`config.mk`:
```
export PLATFORM = sky130hd
export DESIGN_NAME = run_length_stack
export DESIGN_NICKNAME = d
export VERILOG_FILES = /design/src/design/rls_pkg.sv /design/src/design/rls_run_mem.sv /design/src/design/rls_ctrl.sv /design/src/design/run_length_stack.sv
export SDC_FILE = /design/constraint.sdc
export NUM_CORES = 1
export LEC_CHECK = 0
export ABC_CLOCK_PERIOD_IN_PS = 9880
export BUFFER_PORTS_ARGS = -buffer_cell sky130_fd_sc_hd__buf_4
export CORE_MARGIN = 10
export CORE_UTILIZATION = 45
export DETAILED_ROUTE_END_ITERATION = 10
export MAX_ROUTING_LAYER = met4
export PLACE_DENSITY_LB_ADDON = 0.2
export SYNTH_ARGS = -nofsm -noshare
export SYNTH_HDL_FRONTEND = slang
export SYNTH_HIERARCHICAL = 1
export SYNTH_SLANG_ARGS = --single-unit
```
`constraint.sdc`:
```
create_clock -name clk -period 9.88 [get_ports clk]
set_input_delay 1.976 -clock clk [delete_from_list [all_inputs] [get_ports clk]]
set_output_delay 1.976 -clock clk [all_outputs]
set_load 0.005 [all_outputs]
```
`src/design/rls_pkg.sv`:
```
// Package for the run-length stack: field widths, operation and status codes,
// the stored run entry, the result record and the sequencer state type.
// No dependencies.
package rls_pkg;

  localparam int TYPE_W  = 8;
  localparam int COUNT_W = 24;
  localparam int TOTAL_W = 28;
  localparam int AMT_W   = 16;
  localparam int MAX_OUT = 16;
  localparam int LREM_W  = $clog2(MAX_OUT + 1);

  typedef enum logic [1:0] {
    FUNC_PUSH = 2'd0,
    FUNC_POP  = 2'd1,
    FUNC_LIST = 2'd2,
    FUNC_NOP  = 2'd3
  } func_t;

  localparam logic [1:0] STATUS_OK        = 2'd0;
  localparam logic [1:0] STATUS_OVERFLOW  = 2'd1;
  localparam logic [1:0] STATUS_UNDERFLOW = 2'd2;

  typedef struct packed {
    logic [TYPE_W-1:0]  typ;
    logic [COUNT_W-1:0] cnt;
  } entry_t;

  typedef struct packed {
    logic [TYPE_W-1:0]  typ;
    logic [COUNT_W-1:0] cnt;
    logic [TOTAL_W-1:0] total;
    logic               empty;
    logic [1:0]         status;
    logic               last;
  } result_t;

  typedef enum logic [4:0] {
    ST_IDLE = 5'b00001,
    ST_EXEC = 5'b00010,
    ST_POP  = 5'b00100,
    ST_TOP  = 5'b01000,
    ST_LIST = 5'b10000
  } state_t;

endpackage

```
`src/design/rls_run_mem.sv`:
```
// Run storage: one synchronous memory of (type, count) entries, one write
// port and one read port with registered read data. Depends on rls_pkg.
module rls_run_mem #(
  parameter int DEPTH = 16,
  parameter int ADDR_W = $clog2(DEPTH)
) (
  input  logic                 clk,
  input  logic                 we,
  input  logic [ADDR_W-1:0]    waddr,
  input  rls_pkg::entry_t      wdata,
  input  logic [ADDR_W-1:0]    raddr,
  output rls_pkg::entry_t      rdata
);
  import rls_pkg::*;

  entry_t mem [DEPTH];

  always_ff @(posedge clk) begin
    if (we) begin
      mem[waddr] <= wdata;
    end
    rdata <= mem[raddr];
  end

endmodule

```
`src/design/rls_ctrl.sv`:
```
// Sequencer of the run-length stack: takes one item at a time, reads the
// top run, modifies and writes it back, walks runs for pops and listing.
// Depends on rls_pkg and rls_run_mem.
module rls_ctrl #(
  parameter int STACK_DEPTH = 16
) (
  input  logic                          clk,
  input  logic                          rst,
  input  logic                          in_valid,
  output logic                          in_stall,
  input  logic [1:0]                    func,
  input  logic [rls_pkg::TYPE_W-1:0]    item_type,
  input  logic [rls_pkg::AMT_W-1:0]     amount,
  input  logic                          out_free,
  output logic                          emit,
  output rls_pkg::result_t              res
);
  import rls_pkg::*;

  localparam int PTR_W = $clog2(STACK_DEPTH);
  localparam int CNT_W = $clog2(STACK_DEPTH + 1);

  state_t              state, state_next;
  logic [CNT_W-1:0]    used, used_next;
  logic [TOTAL_W-1:0]  total, total_next;
  func_t               op_func;
  logic [TYPE_W-1:0]   op_type;
  logic [AMT_W-1:0]    op_amt;
  logic [AMT_W-1:0]    left, left_next;
  logic [PTR_W-1:0]    lidx, lidx_next;
  logic [LREM_W-1:0]   lrem, lrem_next;

  logic                we;
  logic [PTR_W-1:0]    waddr;
  entry_t              wdata;
  logic [PTR_W-1:0]    raddr;
  entry_t              rd_q;

  rls_run_mem #(.DEPTH(STACK_DEPTH), .ADDR_W(PTR_W)) u_mem (
    .clk   (clk),
    .we    (we),
    .waddr (waddr),
    .wdata (wdata),
    .raddr (raddr),
    .rdata (rd_q)
  );

  assign in_stall = (state != ST_IDLE);

  always_comb begin
    logic [CNT_W-1:0]   used_m1;
    logic [CNT_W-1:0]   used_m2;
    logic [CNT_W-1:0]   used_next_m1;
    logic [TOTAL_W:0]   sum_total;
    logic [COUNT_W:0]   sum_cnt;
    logic [LREM_W-1:0]  n_list;
    logic               rd_list;
    result_t            top_res;

    used_m1   = used - CNT_W'(1);
    used_m2   = used - CNT_W'(2);
    sum_total = {1'b0, total} + (TOTAL_W + 1)'(op_amt);
    sum_cnt   = {1'b0, rd_q.cnt} + (COUNT_W + 1)'(op_amt);
    if (32'(used) > MAX_OUT) begin
      n_list = LREM_W'(MAX_OUT);
    end else begin
      n_list = LREM_W'(used);
    end

    top_res = '0;
    if (used != '0) begin
      top_res.typ = rd_q.typ;
      top_res.cnt = rd_q.cnt;
    end
    top_res.last = 1'b1;

    state_next = state;
    used_next  = used;
    total_next = total;
    left_next  = left;
    lidx_next  = lidx;
    lrem_next  = lrem;
    we         = 1'b0;
    waddr      = used_m1[PTR_W-1:0];
    wdata      = rd_q;
    emit       = 1'b0;
    res        = top_res;
    rd_list    = 1'b0;

    unique case (state)
      ST_IDLE: begin
        if (in_valid) begin
          state_next = ST_EXEC;
        end
      end

      ST_EXEC: begin
        if (out_free) begin
          state_next = ST_IDLE;
          unique case (op_func)
            FUNC_PUSH: begin
              emit = 1'b1;
              priority if (op_amt == '0) begin
                res.status = STATUS_OK;
              end else if (sum_total[TOTAL_W]) begin
                res.status = STATUS_OVERFLOW;
              end else if (used != '0 && rd_q.typ == op_type) begin
                if (sum_cnt[COUNT_W]) begin
                  res.status = STATUS_OVERFLOW;
                end else begin
                  // merge into the top run
                  we         = 1'b1;
                  wdata.typ  = op_type;
                  wdata.cnt  = sum_cnt[COUNT_W-1:0];
                  total_next = sum_total[TOTAL_W-1:0];
                  res.typ    = op_type;
                  res.cnt    = sum_cnt[COUNT_W-1:0];
                end
              end else if (used == CNT_W'(STACK_DEPTH)) begin
                res.status = STATUS_OVERFLOW;
              end else begin
                // open a new run on top
                we         = 1'b1;
                waddr      = used[PTR_W-1:0];
                wdata.typ  = op_type;
                wdata.cnt  = COUNT_W'(op_amt);
                used_next  = used + CNT_W'(1);
                total_next = sum_total[TOTAL_W-1:0];
                res.typ    = op_type;
                res.cnt    = COUNT_W'(op_amt);
              end
            end

            FUNC_POP: begin
              priority if (op_amt == '0) begin
                emit = 1'b1;
              end else if (TOTAL_W'(op_amt) > total) begin
                emit       = 1'b1;
                used_next  = '0;
                total_next = '0;
                res.typ    = '0;
                res.cnt    = '0;
                res.status = STATUS_UNDERFLOW;
              end else begin
                total_next = total - TOTAL_W'(op_amt);
                left_next  = op_amt;
                state_next = ST_POP;
              end
            end

            FUNC_LIST: begin
              emit = 1'b1;
              if (used != '0) begin
                res.last = (n_list == LREM_W'(1));
                if (n_list != LREM_W'(1)) begin
                  lrem_next  = n_list - LREM_W'(1);
                  lidx_next  = used_m2[PTR_W-1:0];
                  rd_list    = 1'b1;
                  state_next = ST_LIST;
                end
              end
            end

            FUNC_NOP: begin
              emit = 1'b1;
            end

            default: begin
              emit = 1'b1;
            end
          endcase
        end
      end

      ST_POP: begin
        if (rd_q.cnt > COUNT_W'(left)) begin
          // the pop ends inside this run
          if (out_free) begin
            we         = 1'b1;
            wdata.cnt  = rd_q.cnt - COUNT_W'(left);
            emit       = 1'b1;
            res.typ    = rd_q.typ;
            res.cnt    = rd_q.cnt - COUNT_W'(left);
            state_next = ST_IDLE;
          end
        end else begin
          // drop the whole run, then look at the one below
          left_next = left - rd_q.cnt[AMT_W-1:0];
          used_next = used_m1;
          if (left_next == '0) begin
            state_next = ST_TOP;
          end
        end
      end

      ST_TOP: begin
        if (out_free) begin
          emit       = 1'b1;
          state_next = ST_IDLE;
        end
      end

      ST_LIST: begin
        rd_list = 1'b1;
        if (out_free) begin
          emit      = 1'b1;
          res.typ   = rd_q.typ;
          res.cnt   = rd_q.cnt;
          res.last  = (lrem == LREM_W'(1));
          lrem_next = lrem - LREM_W'(1);
          if (lrem == LREM_W'(1)) begin
            rd_list    = 1'b0;
            state_next = ST_IDLE;
          end else begin
            lidx_next = lidx - PTR_W'(1);
          end
        end
      end

      default: begin
        state_next = ST_IDLE;
      end
    endcase

    res.total = total_next;
    res.empty = (used_next == '0);

    // read next cycle's top run, or the next run of a listing
    used_next_m1 = used_next - CNT_W'(1);
    if (rd_list) begin
      raddr = lidx_next;
    end else begin
      raddr = used_next_m1[PTR_W-1:0];
    end
  end

  always_ff @(posedge clk) begin
    if (rst) begin
      state <= ST_IDLE;
      used  <= '0;
      total <= '0;
    end else begin
      state <= state_next;
      used  <= used_next;
      total <= total_next;
    end
  end

  always_ff @(posedge clk) begin
    if (state == ST_IDLE && in_valid) begin
      op_func <= func_t'(func);
      op_type <= item_type;
      op_amt  <= amount;
    end
    left <= left_next;
    lidx <= lidx_next;
    lrem <= lrem_next;
  end

endmodule

```
`src/design/run_length_stack.sv`:
```
// Run-length stack top level: sequencer with run memory plus the output
// register that decouples the result channel. Depends on rls_pkg, rls_ctrl.
//
// A stack of (type, count) runs kept in one synchronous memory of
// STACK_DEPTH entries; entry count and item total live in registers. One
// item is taken at a time (in_stall is high while an item is in work). With
// no result stall, in a push or no-op the accept cycle reads the top run,
// and the next cycle modifies and writes it back and produces the result.
// A pop that is zero or exceeds the contents finishes the same way;
// otherwise it then drops each run it empties in turn and ends either
// inside a run or, exactly on a run boundary, with a read of the new top.
// A list gives its first result as a push does, then the runs below it in
// turn (at most 16 results). Each run visited costs one read on the memory's
// single read port, which has registered read data. The result sits in an
// output register, so the next item may be accepted while a result still
// waits on out_stall; a busy output register holds the sequencer. The run
// memory needs no clearing after reset: only runs below the entry count
// are ever used.
module run_length_stack #(
  parameter int STACK_DEPTH = 16
) (
  input  logic                          clk,
  input  logic                          rst,
  // input items
  input  logic                          in_valid,
  output logic                          in_stall,
  input  logic [1:0]                    func,
  input  logic [rls_pkg::TYPE_W-1:0]    item_type,
  input  logic [rls_pkg::AMT_W-1:0]     amount,
  // result items
  output logic                          out_valid,
  input  logic                          out_stall,
  output logic [rls_pkg::TYPE_W-1:0]    entry_type,
  output logic [rls_pkg::COUNT_W-1:0]   entry_count,
  output logic [rls_pkg::TOTAL_W-1:0]   total_items,
  output logic                          stack_empty,
  output logic [1:0]                    status,
  output logic                          last
);
  import rls_pkg::*;

  logic    out_free;
  logic    emit;
  result_t res;

  // the output register can take a new item when empty or being drained
  assign out_free = !out_valid || !out_stall;

  rls_ctrl #(.STACK_DEPTH(STACK_DEPTH)) u_ctrl (
    .clk       (clk),
    .rst       (rst),
    .in_valid  (in_valid),
    .in_stall  (in_stall),
    .func      (func),
    .item_type (item_type),
    .amount    (amount),
    .out_free  (out_free),
    .emit      (emit),
    .res       (res)
  );

  // hold the valid flag until the item is taken
  always_ff @(posedge clk) begin
    if (rst) begin
      out_valid <= 1'b0;
    end else if (out_free) begin
      out_valid <= emit;
    end
  end

  // load the payload only when a new item enters; hold it while stalled
  always_ff @(posedge clk) begin
    if (out_free && emit) begin
      entry_type  <= res.typ;
      entry_count <= res.cnt;
      total_items <= res.total;
      stack_empty <= res.empty;
      status      <= res.status;
      last        <= res.last;
    end
  end

endmodule

```
Word level (Yosys, flattened, before mapping)
Memories as Yosys holds them, arrays and structs flattened. A register that Yosys moved wholly into a read port is not among the register bits.
Index checks and enable logic that the tools add are counted.
{"block": "op_classes", "eq_ne": 26, "order_cmp": 3, "n_reduce_logical": 19, "muxes": 123, "n_addsub": 12}
{"operator": "2-to-1 mux 32 bit", "n": 19}
{"operator": "2-to-1 mux 28 bit", "n": 9}
{"operator": "2-to-1 mux 5 bit", "n": 24}
{"operator": "case mux 32 bit (3 select lines)", "n": 1}
{"operator": "2-to-1 mux 16 bit", "n": 5}
{"operator": "case mux 32 bit (2 select lines)", "n": 1}
{"operator": "2-to-1 mux 4 bit", "n": 14}
{"operator": "case mux 28 bit (2 select lines)", "n": 1}
{"operator": "2-to-1 mux 24 bit", "n": 2}
{"operator": "case mux 24 bit (2 select lines)", "n": 1}
{"operator": "case mux 5 bit (2 select lines)", "n": 4}
{"operator": "zero test 16 bit", "n": 2}
{"operator": "case mux 16 bit (2 select lines)", "n": 1}
{"operator": "adder 28 x 16 -> 29 bit", "n": 1}
{"operator": "> comparator 16 x 28 -> 1 bit", "n": 1}
{"operator": "subtractor 28 x 16 -> 28 bit", "n": 1}
{"operator": "2-to-1 mux 1 bit", "n": 26}
{"operator": "adder 24 x 16 -> 25 bit", "n": 1}
{"operator": "case mux 5 bit (5 select lines)", "n": 1}
{"operator": "> comparator 24 x 16 -> 1 bit", "n": 1}
{"operator": "subtractor 24 x 16 -> 24 bit", "n": 1}
{"operator": "!= test 2 bit (second input constant)", "n": 8}
{"operator": "subtractor 16 bit", "n": 1}
{"operator": "equality test 5 x 1 -> 1 bit (second input constant)", "n": 3}
{"operator": "other kinds (34)", "n": 54}
{"block": "totals", "reg_bits": 154, "out_inout_bits": 66, "elab_cells": 200, "ram_bits": 512, "mem_count": 1}
{"name": "u_ctrl.u_mem.mem", "depth": 16, "width": 32, "read_ports": 1, "rd_ports_with_merged_regs": 1, "wr": 1, "line": "rls_run_mem.sv:16", "rtl": "entry_t mem [DEPTH];"}

Depth between registers and ports, before layout
Gate-level depths: netlist (run 1).
{"block": "depth", "word_depth": 10, "depth_mapped": 22, "mapped_depth_nobuf": 18}

By module
Netlist (run 1), hierarchy kept.
{"mod": "rls_run_mem", "seq_area_each_um2": 16015.4, "cells_per_inst": 838, "n_inst": 1, "area_per_inst_um2": 19835.3}
{"mod": "rls_ctrl", "seq_area_each_um2": 2252.2, "cells_per_inst": 1642, "n_inst": 1, "area_per_inst_um2": 11865.1}
{"mod": "run_length_stack", "seq_area_each_um2": 1941.9, "cells_per_inst": 69, "n_inst": 1, "area_per_inst_um2": 1960.6}

Least setup slack after synthesis (run 1)
No wires, ideal clock.
{"block": "synth_timing", "kind": "input to register", "from": "input port out_stall", "to": "memory u_ctrl/u_mem/mem[0][0] (netlist bit) (enable)", "cell_stages": 12, "setup_time_ps": 461, "arrival_time_ps": 5912, "required_time_ps": 9419, "setup_slack_ps": 3507, "path_cell_list": "nand2_1 > and2_1 > buf_2 > nand2_1 > nor2_1 > nand2_1 > nor2_1 > nand2_1 > a21oi_1 > a31oi_1 > or3b_2 > nor3_1"}
{"block": "synth_between", "elab_cells_between_ends": 10}
{"item": "from (decl)", "line": "run_length_stack.sv:32", "rtl": "input logic out_stall,"}
{"item": "zero test 1 bit", "line": "run_length_stack.sv:47", "rtl": "assign out_free = !out_valid || !out_stall;"}
{"item": "logical OR 1 bit", "line": "run_length_stack.sv:47"}
{"item": "2-to-1 mux 4 bit", "line": "rls_ctrl.sv:98", "rtl": "if (out_free) begin"}
{"item": "2-to-1 mux 4 bit", "line": "rls_ctrl.sv:90", "rtl": "unique case (state)"}
{"item": "named net u_ctrl.waddr[2]", "line": "rls_ctrl.sv:34", "rtl": "logic [PTR_W-1:0] waddr;"}
{"item": "to (decl)", "line": "rls_run_mem.sv:16"}
The timed path passes the listed nets, and every way through them passes these cells.

Final worst setup path (run 1)
{"block": "layout_timing", "from": "input port out_stall", "to": "register u_ctrl/u_mem/rdata[21] (netlist name)"}
{"block": "layout_between", "elab_chain_len": 6, "elab_cells_between_ends": 12}
{"item": "zero test 1 bit *", "line": "run_length_stack.sv:47"}
{"item": "logical OR 1 bit *", "line": "run_length_stack.sv:47"}
{"item": "named net out_free", "line": "run_length_stack.sv:42", "rtl": "logic out_free;"}
{"item": "2-to-1 mux 5 bit", "line": "rls_ctrl.sv:98"}
{"item": "case mux 5 bit (2 select lines)", "line": "rls_ctrl.sv:90"}
{"item": "subtractor 4 x 1 -> 4 bit", "line": "rls_ctrl.sv:229", "rtl": "used_next_m1 = used_next - CNT_W'(1);"}
{"item": "2-to-1 mux 4 bit *", "line": "rls_ctrl.sv:230", "rtl": "if (rd_list) begin"}
{"item": "named net u_ctrl.raddr[1]", "line": "rls_ctrl.sv:36", "rtl": "logic [PTR_W-1:0] raddr;"}
Mark *: on every way through the listed nets, which the timed path passes. The rest lies on a longest branch.
A chain may end at the register's enable or synchronous reset.

==> run summary, run 1 <==
CTS root buf: clkbuf_16
H-tree levels: 3
slack of the worst reg-to-reg path: 3.53 ns
Switching Share: 22.9%
initial core utilization: 45.3%
Worst-path clk slew: 0.06 ns
switching power: 1.48 mW
fin crit share: 65.7%
routed wl met3: 8220 microns
post-CTS setup buffers: 0
Seq pwr share: 50.6%
Final Slew Violations: 0
First DRT Iteration DRCs: 2371
RR Startpoint: u_ctrl/op_amt[1]
drt total wl: 103000 microns
Sink Count: 698
FF+latch count, synth: 698
Distinct cells, synth: 107
end of the worst register-to-register path: u_ctrl/u_mem/rdata[21]
crit path to: u_ctrl/u_mem/rdata[21]
Via Count: 23.1k
minimum clock period: 6.49 ns
Syn Inst Count: 2549
number of flops mapped to enable cells by yosys: 623
PnR Total Power: 6.45 mW
endpoints failing setup: 0
Final Hold Violating Endpoints: 0
Die Span Y: 294 microns
Rel. slew slack: 14.8%
combinational power share: 5.5%
Worst setup SP type: primary input
Mapped Nets: 2679
Setup crit start: out_stall
Pwr per Cell Area: 169 mW/mm^2
layout cells sized above 1: 17.9%
top cell type's share of synthesized area: 55.6%
area of the multi-input gates: 0.0127 sq mm
Post-synth ARST share: 0%
Final Net Count: 2779
CTS tree: done
number of max-cap violations: 0
top cell type by total area after synthesis: edfxtp_1
Die Wd: 294 microns
routability cong.: 0.941
largest net degree at the start of global routing: 102
CP max FO: 101
first-pass GRT wire length: 152000 microns
Peak VDD IR: 142 uV
DP HPWL: 68200 microns
Hold-fix buffers, CTS: 0
Mapped Area: 0.0337 sq mm
post-place setup slack: 2.75 ns
Main synth FF type: edfxtp_1
leakage: 13.5 nW
core footprint: 0.0743 sq mm
First-pass DRT Iterations: 6
R2R depth: 15
Top Metal Used: met4
antenna-violating nets left: 0
Clk pwr share: 43.8%
Worst Clk Skew: 0.0359 ns
row cnt: 100
FF+latch area: 0.0202 sq mm
yosys warns: 6
RSZ-0062 raised after global routing: false
DR WL met2: 48500 microns
setup_tns: 0 ns
worst-case clock buffer depth: 3
Worst EP required: 10.41 ns
Die ar.: 0.0861 sq mm
initial antenna violation count: 4
internal power: 4.97 mW
GRT Total Usage: 24.3%
Worst EP arrival: 7.02 ns
DRC viols: 0
fmax: 0.154 GHz
status: complete, no violations
M1 WL: 42200 microns
number of global-route vias before repair: 23.0k
Ports: 96
gr ovfl total: 0
ranking of synthesized cells by area: edfxtp_1, mux4_2, dfxtp_1
slack of the critical path: 3.39 ns
worst min path class: register to register
Port-buffer cells: 95
sequential fraction of the synthesis area: 60.0%
worst slew pin tran: 1.27 ns
clock latency on the worst-skew pair: 0.65 ns
routed len/inst: 28.1 microns
Avg Inst Size Synth: 13.2 sq um
vias per cell: 6.28
total CTS buffers: 75
Layout area overhead: 13.4%
Critical Path End Type: register
post-CTS sizing: 0
kind of critical path: primary input to register
# fillers: 6342
## power by group through the flow
stage / sequential (mW) / combinational, mW / clock [mW]
2_1_floorplan: 3.31 / 0.240 / 0
3_3_place_gp: 3.33 / 0.346 / 0
3_5_place_dp: 3.33 / 0.352 / 0
4_1_cts: 3.27 / 0.353 / 2.88
5_1_grt: 3.27 / 0.389 / 3.02
6_report: 3.27 / 0.357 / 2.83
## registers in the layout, indices dropped and copies added, names as in the netlist
register	cells
stack_empty	1
u_ctrl/op_type	8
u_ctrl/left	16
u_ctrl/lrem	5
u_ctrl/total	28
u_ctrl/state	5
u_ctrl/used	5
u_ctrl/op_amt	16
status	2
last	1
u_ctrl/op_func	2
u_ctrl/lidx	4
u_ctrl/u_mem/mem	512
entry_count	24
total_items	28
out_valid	1
u_ctrl/u_mem/rdata	32
entry_type	8
## logic make-up after synthesis
logic type      synth area share, %
flops                          60.0
simple gates                   9.94
compound gates                 12.5
xor+xnor                       1.93
fa+ha+maj                      3.83
mux                            8.91
buf+inv                        2.85
## Yosys cell counts, types with 25 or more instances
cell,n
buf_2,27
nor2_1,157
a21oi_1,114
o211ai_1,25
edfxtp_1,623
dfxtp_1,75
inv_1,93
mux4_2,128
ha_1,95
nand3_1,50
and2_1,40
o21ai_0,122
xnor2_1,51
a22oi_1,77
nor3_1,46
nand2_1,272
clkbuf_1,80
a31oi_1,27
## layout by cell type, fill, tap and decap left out, types with 18 or more instances in the layout
master       n
nand2_1    272
ha_1        95
xor2_1      23
buf_4      157
o22ai_1     18
inv_1       93
xnor2_1     51
o211ai_1    25
a31oi_1     27
a22oi_1     77
and2_1      38
nor3_1      42
clkbuf_16   75
mux4_2     128
a21oi_1    113
edfxtp_1   623
nand3_1     50
dfxtp_1     75
nor2_1     143
o21ai_0    122
## worst max-delay path, cell delays in order
cell and delay (ns):
buf_4 0.11, nand2_1 0.05, buf_4 0.29, and2_1 0.37, nand2_1 0.58, nor2_1 0.32
nand2_1 0.44, nor3_1 0.36, nor3_2 0.13, ha_1 0.31, inv_1 0.07, mux2_8 0.73
buf_4 0.50, mux4_2 0.37, a22oi_1 0.21, nand2_1 0.07
## stage by stage
step,hold slack (ns),area [sq um],utilization [%],std cells
floorplan,0.465,33700,-,2549
global placement,0.497,35700,48.0,3541
detailed placement,0.512,35700,48.0,3541
CTS,0.519,38200,51.4,3680
global route,0.571,38200,51.4,3682
finish,0.515,38200,51.4,3682
## cell type report
type | count | area share [%]
multi-input combinational | 1620 | 33.2
antenna | 2 | 0.0131
timing repair buffer | 158 | 3.14
clock buffer | 94 | 5.21
clock inverter | 45 | 1.38
inverter | 96 | 0.944
sequential | 698 | 52.9
tap | 969 | 3.17
## worst min-delay path by stage
stage                    start         endpoint  slack (ns)  cells after the start
6_report       u_ctrl/total[8]  u_ctrl/total[8]        0.51                      2
5_1_grt        u_ctrl/total[8]  u_ctrl/total[8]        0.57                      2
4_1_cts        u_ctrl/total[8]  u_ctrl/total[8]        0.52                      2
3_5_place_dp   u_ctrl/total[8]  u_ctrl/total[8]        0.51                      2
3_3_place_gp    u_ctrl/lidx[3]   u_ctrl/lidx[3]        0.50                      1
2_1_floorplan   u_ctrl/lidx[1]   u_ctrl/lidx[1]        0.47                      2
## metal layers
layer / vias to the layer above / GRT usage [%]
li1: 10100 / -
met1: 11800 / 30.9
met2: 1036 / 37.9
met3: 266 / 5.02
met4: 0 / 10.1
met5: - / -
Power figures use the tool's default switching activity.
==> inputs of run 2 (changes only) <==
- ABC_AREA: default -> 1
- ABC_CLOCK_PERIOD_IN_PS: 9880 -> 5500
- clock period: 9.88 -> 5.5 ns (I/O delays scaled with it)
==> run 2 against run 1 <==
Compared with the run above:
- sequential cell count stayed put
- final area increased by 12%
- wire length rose by 20%
- largest power group unchanged
- worst hold slack better by 0.022 ns
- clock skew shrank 0.016 ns
- total power grew to 2.8 times the previous value
- die area grew 12%
- register-to-register slack worse by 2.9 ns
- via count up 34%
==> run summary, run 2 <==
DP HPWL: 82000 microns
DP Cell Count: 5462
Non-Filler Instances: 5608
Die Wd: 310 microns
status: complete, no violations
Peak VDD IR: 270 uV
Setup crit start: u_ctrl/u_mem/rdata[9]
crit path to: u_ctrl/u_mem/rdata[5]
Die ar.: 0.0961 sq mm
Syn Inst Count: 4367
number of flops mapped to enable cells by yosys: 623
row cnt: 106
worst-case clock buffer depth: 3
vias per cell: 5.52
sequential fraction of the synthesis area: 53.4%
CTS root buf: clkbuf_16
drt total wl: 124000 microns
Main synth FF type: edfxtp_1
Worst-path clk slew: 0.06 ns
clock latency on the worst-skew pair: 0.65 ns
Post-synth ARST share: 0%
Most flops, register: u_ctrl/u_mem/mem
Layout area overhead: 13.0%
GRT Total Usage: 26.0%
worst slew pin tran: 0.886 ns
largest net degree at the start of global routing: 158
routed len/inst: 22.0 microns
Ports: 96
Port-buffer cells: 95
leakage: 18.5 nW
number of global-route vias before repair: 29.0k
DRC viols: 0
ranking of synthesized cells by area: edfxtp_1, nand2_1, nand3_1
Mapped Nets: 4497
CP max FO: 18
FF+latch count, synth: 698
Die Span Y: 310 microns
end of the worst register-to-register path: u_ctrl/u_mem/rdata[5]
worst min path class: register to register
Via Count: 31.0k
top cell type by total area after synthesis: edfxtp_1
RR Startpoint: u_ctrl/u_mem/rdata[9]
Final Hold Violating Endpoints: 0
Critical Path End Type: register
Worst setup SP type: register
core footprint: 0.0836 sq mm
Final Net Count: 4592
setup_tns: 0 ns
Worst EP required: 6.03 ns
kind of critical path: register to register
antenna-violating nets left: 0
gr ovfl total: 0
yosys warns: 6
CTS tree: done
Avg Inst Size Synth: 8.66 sq um
First-pass DRT Iterations: 6
fmax: 0.206 GHz
post-CTS setup buffers: 0
First DRT Iteration DRCs: 3356
most common cell after layout, fill and taps aside: nand2_1
R2R depth: 23
synth cell count leaders: nand2_1, inv_1, edfxtp_1
Final Slew Violations: 0
Hold-fix buffers, CTS: 0
post-CTS sizing: 0
Worst EP arrival: 5.39 ns
layout cells sized above 1: 8.94%
most common cell in the synthesized netlist: nand2_1
Pwr per Cell Area: 417 mW/mm^2
initial core utilization: 45.3%
total CTS buffers: 78
Distinct cells, synth: 63
routability cong.: 1.03
Worst Clk Skew: 0.0195 ns
RSZ-0062 raised after global routing: false
Inserted Diodes: 0
Mapped Area: 0.0378 sq mm
fin crit share: 88.3%
first-pass GRT wire length: 184000 microns
most frequent cells in the layout: nand2_1, inv_1, edfxtp_1, nand3_1, o21ai_0
largest registers: u_ctrl/u_mem/mem: 512 flops, u_ctrl/u_mem/rdata: 32 flops
slack of the worst reg-to-reg path: 0.64 ns
initial antenna violation count: 1
minimum clock period: 4.86 ns
endpoints failing setup: 0
Rel. slew slack: 40.9%
top cell type's share of synthesized area: 49.5%
Sink Count: 698
number of max-cap violations: 0
H-tree levels: 3
max reg flops: 512
==> run 2: cell count changes after synthesis, sizes merged, moves of 17 or more <==
cell,change
a21oi,+67
a22oi,-56
and2,-40
buf,+78
clkbuf,-17
inv,+565
mux4,-128
nand2,+964
nand3,+465
nor2,+54
nor3,-18
o21ai,+90
xnor2,-37
xor2,+53
==> run 2: where the power goes <==
group / internal [mW] / switching (mW)
combinational: 1.56 / 3.87
clock: 2.94 / 2.21
sequential: 6.73 / 0.518
total: 11.2 / 6.60
==> run 2: critical path, cell delays in order, from the launching register on <==
cell and delay [ns]:
dfxtp_1 0.75, ha_1 0.40, nand2_1 0.14, nor2_1 0.28, nand2_1 0.13, inv_1 0.08
nand4_1 0.34, nand2_2 0.30, nand2_1 0.17, inv_1 0.52, nand2_1 0.10, nand2_1 0.09
inv_1 0.04, nand2_1 0.06, nor2_1 0.07, inv_1 0.08, nand2_1 0.05, nand2_1 0.05
nand2_1 0.05, nand2_2 0.07, clkinv_1 0.41, buf_12 0.35, nand3_1 0.13, nand2_1 0.06
==> run 2: metal layers <==
layer / global-route usage, % / part of all wire, %
met1: 33.3 / 41
met2: 40.0 / 46
met3: 3.53 / 7.9
met4: 14.0 / 6.1
met5: - / 0
==> run 2: per-stage QoR <==
step / power (mW) / hold slack (ns) / utilization, % / setup WS [ns] / cell area (sq um)
6_report: 17.8 / 0.537 / 51.2 / 0.645 / 42700
5_1_grt: 18.6 / 0.576 / 51.2 / 0.417 / 42700
4_1_cts: 17.8 / 0.541 / 51.2 / 0.810 / 42700
3_5_place_dp: 12.6 / 0.526 / 48.1 / 0.844 / 40200
3_3_place_gp: 12.6 / 0.519 / 48.1 / 0.825 / 40200
2_1_floorplan: 10.4 / 0.479 / - / 1.04 / 37800
==> run 2: worst min path at each step <==
| stage | start | to | slack, ns | cells past startpoint |
|---|---|---|---|---|
| after floorplan | u_ctrl/lidx[1] | u_ctrl/lidx[1] | 0.48 | 2 |
| after global placement | u_ctrl/lidx[3] | u_ctrl/lidx[3] | 0.52 | 1 |
| after detailed placement | u_ctrl/lidx[3] | u_ctrl/lidx[3] | 0.53 | 1 |
| after CTS | u_ctrl/total[2] | u_ctrl/total[2] | 0.54 | 2 |
| after global routing | u_ctrl/lidx[3] | u_ctrl/lidx[3] | 0.58 | 1 |
| final | u_ctrl/total[2] | u_ctrl/total[2] | 0.54 | 2 |
==> run 2: logic make-up after synthesis <==
| family | share of synthesized area (%) |
|---|---|
| buffers and inverters | 9.58 |
| flip-flops | 53.4 |
| AND/OR/NAND/NOR | 22.9 |
| multiplexers | 0.0265 |
| AO/OA/AOI/OAI | 8.63 |
| adder cells (fa/ha/maj) | 3.41 |
| XOR/XNOR | 2.08 |
==> run 2: area by class of cell <==
class	instances	area, sq um
Inverter	663	2510
Multi-Input combinational cell	2810	14200
Clock buffer	96	2060
Timing Repair Buffer	211	1950
Clock inverter	50	495
Sequential cell	698	20200
Tap cell	1080	1350
Fill cell	7778	40800
